`src/rtl/rv32i_core_step_core_macros.svh`:
```
// Assertion macros for the RV32I step core.
// Used by the top level only; needs clk and rst_n in scope.
`ifndef RV32I_CORE_STEP_CORE_MACROS_SVH
`define RV32I_CORE_STEP_CORE_MACROS_SVH
// same-cycle implication
`define RVCS_ASSERT_NOW(label, ante, cons) \
  label: assert property (@(posedge clk) disable iff (!rst_n) (ante) |-> (cons)) \
    else $error("rvcs check failed");
// next-cycle implication
`define RVCS_ASSERT_NEXT(label, ante, cons) \
  label: assert property (@(posedge clk) disable iff (!rst_n) (ante) |=> (cons)) \
    else $error("rvcs check failed");
`endif

```
`src/rtl/rvcs_pkg.sv`:
```
// Shared constants, types and functions of the RV32I step core.
// No dependencies.
package rvcs_pkg;
  localparam int MEM_WORDS = 4096;
  localparam int MEM_AW    = $clog2(MEM_WORDS);
  localparam int SP_WORD   = 0;
  localparam int PC_WORD   = 1;

  localparam logic [1:0] REQ_IMG   = 2'd0;
  localparam logic [1:0] REQ_START = 2'd1;
  localparam logic [1:0] REQ_STEP  = 2'd2;

  localparam logic [1:0] CFG_MEM_BYTES = 2'd0;
  localparam logic [1:0] CFG_TMO_EN    = 2'd1;
  localparam logic [1:0] CFG_TMO_CYC   = 2'd2;
  localparam logic [1:0] CFG_INT_PER   = 2'd3;

  localparam logic [2:0] ST_OK    = 3'd0;
  localparam logic [2:0] ST_ECALL = 3'd1;
  localparam logic [2:0] ST_EBRK  = 3'd2;
  localparam logic [2:0] ST_FENCE = 3'd3;
  localparam logic [2:0] ST_BAD   = 3'd4;
  localparam logic [2:0] ST_PCR   = 3'd5;
  localparam logic [2:0] ST_TMO   = 3'd6;

  localparam logic [6:0] OP_LUI    = 7'h37;
  localparam logic [6:0] OP_AUIPC  = 7'h17;
  localparam logic [6:0] OP_JAL    = 7'h6f;
  localparam logic [6:0] OP_JALR   = 7'h67;
  localparam logic [6:0] OP_BRANCH = 7'h63;
  localparam logic [6:0] OP_LOAD   = 7'h03;
  localparam logic [6:0] OP_STORE  = 7'h23;
  localparam logic [6:0] OP_IMM    = 7'h13;
  localparam logic [6:0] OP_REG    = 7'h33;
  localparam logic [6:0] OP_FENCE  = 7'h0f;
  localparam logic [6:0] OP_SYSTEM = 7'h73;

  localparam logic [2:0] RAM_NONE   = 3'd0;
  localparam logic [2:0] RAM_IMG_WR = 3'd1;
  localparam logic [2:0] RAM_RD_SP  = 3'd2;
  localparam logic [2:0] RAM_RD_PC  = 3'd3;
  localparam logic [2:0] RAM_RD_LO  = 3'd4;
  localparam logic [2:0] RAM_RD_HI  = 3'd5;
  localparam logic [2:0] RAM_WR_LO  = 3'd6;
  localparam logic [2:0] RAM_WR_HI  = 3'd7;

  localparam logic [31:0] INT_PER_DEF = 32'd500;

  typedef struct packed {
    logic       accept;
    logic [2:0] ram_op;
    logic       cap_lo;
    logic       cap_hi;
    logic       set_sp;
    logic       set_pc;
    logic       step_go;
    logic       tmo;
    logic       dec;
    logic       exec;
    logic       bad;
    logic       load_wb;
    logic       commit;
    logic       div_step;
    logic       due;
    logic       out_load;
  } cmd_t;

  typedef struct packed {
    logic halted;
    logic tmo_hit;
    logic bad;
    logic is_load;
    logic is_store;
    logic oor;
    logic div_last;
    logic out_valid;
  } stat_t;

  function automatic logic [31:0] alu(input logic [2:0] f3, input logic alt,
                                      input logic [31:0] a, input logic [31:0] b);
    logic [31:0] r;
    case (f3)
      3'd0: r = alt ? a - b : a + b;
      3'd1: r = a << b[4:0];
      3'd2: r = {31'd0, $signed(a) < $signed(b)};
      3'd3: r = {31'd0, a < b};
      3'd4: r = a ^ b;
      3'd5: r = alt ? 32'($signed(a) >>> b[4:0]) : a >> b[4:0];
      3'd6: r = a | b;
      default: r = a & b;
    endcase
    return r;
  endfunction
endpackage

```
`src/rtl/rvcs_ctrl.sv`:
```
// Sequencer of the RV32I step core: walks each item through its phases.
// Depends on rvcs_pkg.
module rvcs_ctrl (
  input  logic              clk,
  input  logic              rst_n,
  input  logic              in_valid,
  output logic              in_ready,
  input  logic [1:0]        in_req_type,
  input  logic              out_ready,
  input  rvcs_pkg::stat_t   stat,
  output rvcs_pkg::cmd_t    cmd
);
  localparam logic [4:0] S_IDLE = 5'd0;
  localparam logic [4:0] S_ST0  = 5'd1;
  localparam logic [4:0] S_ST1  = 5'd2;
  localparam logic [4:0] S_ST2  = 5'd3;
  localparam logic [4:0] S_FA   = 5'd4;
  localparam logic [4:0] S_FB   = 5'd5;
  localparam logic [4:0] S_FC   = 5'd6;
  localparam logic [4:0] S_DC   = 5'd7;
  localparam logic [4:0] S_EX   = 5'd8;
  localparam logic [4:0] S_PX   = 5'd9;
  localparam logic [4:0] S_MA   = 5'd10;
  localparam logic [4:0] S_MB   = 5'd11;
  localparam logic [4:0] S_MC   = 5'd12;
  localparam logic [4:0] S_LW   = 5'd13;
  localparam logic [4:0] S_SW0  = 5'd14;
  localparam logic [4:0] S_SW1  = 5'd15;
  localparam logic [4:0] S_CM   = 5'd16;
  localparam logic [4:0] S_DV   = 5'd17;
  localparam logic [4:0] S_DE   = 5'd18;
  localparam logic [4:0] S_FIN  = 5'd19;

  logic [4:0] state_r, state_nxt;

  assign in_ready = (state_r == S_IDLE);

  always_comb begin
    cmd       = '0;
    state_nxt = state_r;
    case (state_r)
      S_IDLE: begin
        if (in_valid) begin
          cmd.accept = 1'b1;
          case (in_req_type)
            rvcs_pkg::REQ_IMG: begin
              cmd.ram_op = rvcs_pkg::RAM_IMG_WR;
              state_nxt  = S_FIN;
            end
            rvcs_pkg::REQ_START: state_nxt = S_ST0;
            rvcs_pkg::REQ_STEP: begin
              if (stat.halted) begin
                state_nxt = S_FIN;
              end else if (stat.tmo_hit) begin
                cmd.tmo   = 1'b1;
                state_nxt = S_FIN;
              end else begin
                cmd.step_go = 1'b1;
                state_nxt   = S_FA;
              end
            end
            default: state_nxt = S_FIN;
          endcase
        end
      end
      S_ST0: begin
        cmd.ram_op = rvcs_pkg::RAM_RD_SP;
        state_nxt  = S_ST1;
      end
      S_ST1: begin
        cmd.ram_op = rvcs_pkg::RAM_RD_PC;
        cmd.set_sp = 1'b1;
        state_nxt  = S_ST2;
      end
      S_ST2: begin
        cmd.set_pc = 1'b1;
        state_nxt  = S_FIN;
      end
      S_FA: begin
        cmd.ram_op = rvcs_pkg::RAM_RD_LO;
        state_nxt  = S_FB;
      end
      S_FB: begin
        cmd.ram_op = rvcs_pkg::RAM_RD_HI;
        cmd.cap_lo = 1'b1;
        state_nxt  = S_FC;
      end
      S_FC: begin
        cmd.cap_hi = 1'b1;
        state_nxt  = S_DC;
      end
      S_DC: begin
        cmd.dec   = 1'b1;
        state_nxt = S_EX;
      end
      S_EX: begin
        cmd.exec  = 1'b1;
        state_nxt = S_PX;
      end
      S_PX: begin
        if (stat.bad) begin
          cmd.bad   = 1'b1;
          state_nxt = S_FIN;
        end else if (stat.is_load || stat.is_store) begin
          state_nxt = S_MA;
        end else begin
          state_nxt = S_CM;
        end
      end
      S_MA: begin
        cmd.ram_op = rvcs_pkg::RAM_RD_LO;
        state_nxt  = S_MB;
      end
      S_MB: begin
        cmd.ram_op = rvcs_pkg::RAM_RD_HI;
        cmd.cap_lo = 1'b1;
        state_nxt  = S_MC;
      end
      S_MC: begin
        cmd.cap_hi = 1'b1;
        state_nxt  = stat.is_load ? S_LW : S_SW0;
      end
      S_LW: begin
        cmd.load_wb = 1'b1;
        state_nxt   = S_CM;
      end
      S_SW0: begin
        cmd.ram_op = rvcs_pkg::RAM_WR_LO;
        state_nxt  = S_SW1;
      end
      S_SW1: begin
        cmd.ram_op = rvcs_pkg::RAM_WR_HI;
        state_nxt  = S_CM;
      end
      S_CM: begin
        cmd.commit = 1'b1;
        state_nxt  = stat.oor ? S_FIN : S_DV;
      end
      S_DV: begin
        cmd.div_step = 1'b1;
        if (stat.div_last) begin
          state_nxt = S_DE;
        end
      end
      S_DE: begin
        cmd.due   = 1'b1;
        state_nxt = S_FIN;
      end
      S_FIN: begin
        if (!stat.out_valid || out_ready) begin
          cmd.out_load = 1'b1;
          state_nxt    = S_IDLE;
        end
      end
      default: state_nxt = S_IDLE;
    endcase
  end

  always_ff @(posedge clk) begin
    if (!rst_n) begin
      state_r <= S_IDLE;
    end else begin
      state_r <= state_nxt;
    end
  end
endmodule

```
`config.mk`:
```
export PLATFORM = sky130hd
export DESIGN_NAME = rvcs_ctrl
export DESIGN_NICKNAME = d
export VERILOG_FILES = /design/src/rtl/rv32i_core_step_core_macros.svh /design/src/rtl/rvcs_pkg.sv /design/src/rtl/rvcs_ctrl.sv
export SDC_FILE = /design/constraint.sdc
export NUM_CORES = 1
export LEC_CHECK = 0
export BUFFER_PORTS_ARGS = -buffer_cell sky130_fd_sc_hd__buf_2
export CAP_MARGIN = 20
export CORE_MARGIN = 2
export CORE_UTILIZATION = 45
export CTS_CLUSTER_SIZE = 14
export DETAILED_ROUTE_END_ITERATION = 10
export PLACE_DENSITY = 0.77
export SLEW_MARGIN = 20
export SYNTH_ARGS = -nofsm -noshare
export SYNTH_HDL_FRONTEND = slang
export SYNTH_SLANG_ARGS = --single-unit
```
`constraint.sdc`:
```
create_clock -name clk -period 2.9 [get_ports clk]
set_input_delay 0.58 -clock clk [delete_from_list [all_inputs] [get_ports clk]]
set_output_delay 0.58 -clock clk [all_outputs]
set_load 0.02 [all_outputs]
```
==> results.toml <==
[detailed_routing]
wl_mm = 2.02
vias = 961
via_per_inst = 5.62
ant_nets = 0
avgRoutedWirePerCell_um = 11.8
first_iter_violations = 20
drtPass1Iterations = 4
drc = 0

[cts]
cts_buffer_depth = 2
cts_made_buffers = 3
cts_tree = "built"
clk_pin_slew_ns = 0.04
cts.sinks = 5
cts_resized = 0
cts-hold-fix-buffers = 0
postCtsSetupRepairBufs = 0
htree_num_levels = 1
clkLatencyLatePin_ns = 0.24
cts_root_buf = "clkbuf_4"

[logic_synthesis]
netlist_area_um2 = 801
synth_seq_cells = 5
netlist_instances = 118
syn_area_per_cell_um2 = 6.79
syn_nets = 135
ys_warn_count = 0
yosysUniqueCellTypes = 43
synth_seq_area_share = 0.125

[floorplan]
rows = 15
start_util = 0.469
dieArea_mm2 = 0.00213
die_w_um = 46.2
ios = 33
die_h_um = 46.2
coreArea_mm2 = 0.00171

[critical_path]
crit_required_ns = 2.32
r2r_slack_ns = 1.22
arrival_ns = 1.83
end_kind = "output port"
cp_max_fo = 18
critPathKind = "flop to output port"
critPathLaunchType = "flop"

[placement]
dp.cells = 167
gp_congestion = 0.885
placed_cell_area_um2 = 940
hpwl_mm = 1.57
numPortBuffers = 32

[global_route]
track_usage = 0.196
grt_pass1_wl_mm = 3.12
globalRouteMet1Util = 0.257
antenna_found_initial = 0
grt.overflow.total = 0
grt_max_degree = 23
met3_usage = 0.0667
grt_pass1_vias = 776
globalRoute.busiestLayer = "met2"
gr-usage-met2 = 0.322

[finish]
area_delta_synth_final_pct = 20.6
diodes = 0
stdcell_area_um2 = 966
reg_top3 = "state_r: 5 flops"
stdcell_count = 171
layout-drive-gt1-share = 0.315
largest_reg_flops = 5
final_cell_mix = "buf_2 (32), nand2_1 (12), nor2_1 (11), a21oi_1 (9), nor3_1 (7)"
nets = 164
largest_register = "state_r"
layout_commonest_cell = "buf_2"

[sta]
fin_crit_sh = 0.833
worstMarginPinSlew_ns = 0.578
fin_crit_ns = 2.41
rsz0062_at_grt = "false"
slew_violations = 0
max_slew_margin = 0.614
max_freq_mhz = 414
setup_tns_ns = 0
hold_viol = 0
hold_slack_ns = 0.630
setup_viol = 0
skew_ns = 0.00227

[run_status]
status = "finished, final reports clean"

[power_and_ir_drop]
comb_power_share = 0.707
seq_power_share = 0.187
internal_power_uw = 353
p_leak_uw = 0.000442
p_per_area_mw_per_mm2 = 787
swShare = 0.536
peakVddDrop_mv = 0.671
p_sw_uw = 407
clkPwrFrac = 0.106

[flow_run]
drv_cap = 0

[min_path]
hold_path.class = "primary input to flop"
final cells by class:
cell class                      count  area (um2)
Clock buffer                        4        26.3
Fill cell                         175         742
Timing Repair Buffer               35         183
Sequential cell                     5         100
Inverter                            6        22.5
Tap cell                           25        31.3
Multi-Input combinational cell     96         603
final timing paths:
path | start | end | cells after the start
setup / recovery | state_r[2] | cmd[14] | 5
setup reg to reg | state_r[0] | state_r[4] | 5
hold / removal | rst_n | state_r[1] | 3
hold reg to reg | state_r[4] | state_r[2] | 2
worst max-delay path, stage by stage, from the launching register on:
cell	delay, ns
dfxtp_1	0.68
nor2_2	0.12
and3_1	0.25
and2_1	0.21
a21o_1	0.18
buf_2	0.15
power groups by stage:
stage	Clock (uW)	Sequential, uW	Combinational, uW
2_1_floorplan	0	102	480
3_3_place_gp	0	141	532
3_5_place_dp	0	142	533
4_1_cts	83.5	141	536
5_1_grt	88.9	149	586
6_report	80.6	142	537
synthesized netlist by cell type:
cell	n	area (um2)
a211o_1	2	17.5
a211oi_1	2	15.0
a21boi_0	1	7.51
a21o_1	1	7.51
a21oi_1	9	45.0
a221oi_1	1	8.76
a22oi_1	1	7.51
a22oi_2	1	12.5
a311o_1	1	10.0
and2_1	2	12.5
and3_1	2	12.5
buf_1	1	3.75
buf_2	3	15.0
buf_4	4	30.0
buf_6	2	22.5
clkbuf_1	1	3.75
dfxtp_1	5	100
ha_1	3	37.5
inv_1	5	18.8
inv_2	1	3.75
mux2i_1	1	10.0
nand2_1	12	45.0
nand2b_1	5	31.3
nand3_1	1	5.00
nand3b_1	1	7.51
nand4_1	1	6.26
nor2_1	11	41.3
nor2_2	1	6.26
nor2b_1	3	18.8
nor3_1	7	35.0
nor3_2	1	10.0
nor3b_1	3	22.5
nor4_1	3	18.8
nor4b_1	3	26.3
o21a_1	1	7.51
o21ai_0	6	30.0
o21ai_1	4	20.0
o21ba_2	1	10.0
o22ai_2	1	12.5
o32ai_2	1	16.3
or3_4	1	11.3
or3b_1	1	8.76
xnor2_1	1	8.76
layer usage:
layer	routed length, um	vias to the layer above
li1	-	479
met1	887	443
met2	994	39
met3	133	0
met4	0	0
met5	0	-
stage by stage:
stage	worst slack, ns	total power, uW	util
finish	0.485	760	0.566
global route	0.360	824	0.566
CTS	0.493	760	0.566
detailed placement	0.755	675	0.550
global placement	0.790	673	0.550
floorplan	0.816	582	-
logic make-up (layout without fill, tap and decap cells):
family	after synthesis	count (layout)	synth area share
buffers and inverters	17	45	0.122
muxes	1	1	0.0125
and+or+nand+nor	58	58	0.398
DFF	5	5	0.125
adders and majority gates	3	3	0.0469
xor gates and xnor gates	1	1	0.0109
AOI/OAI and AO/OA	33	33	0.284
No activity file was read; power rests on OpenSTA's default activity.
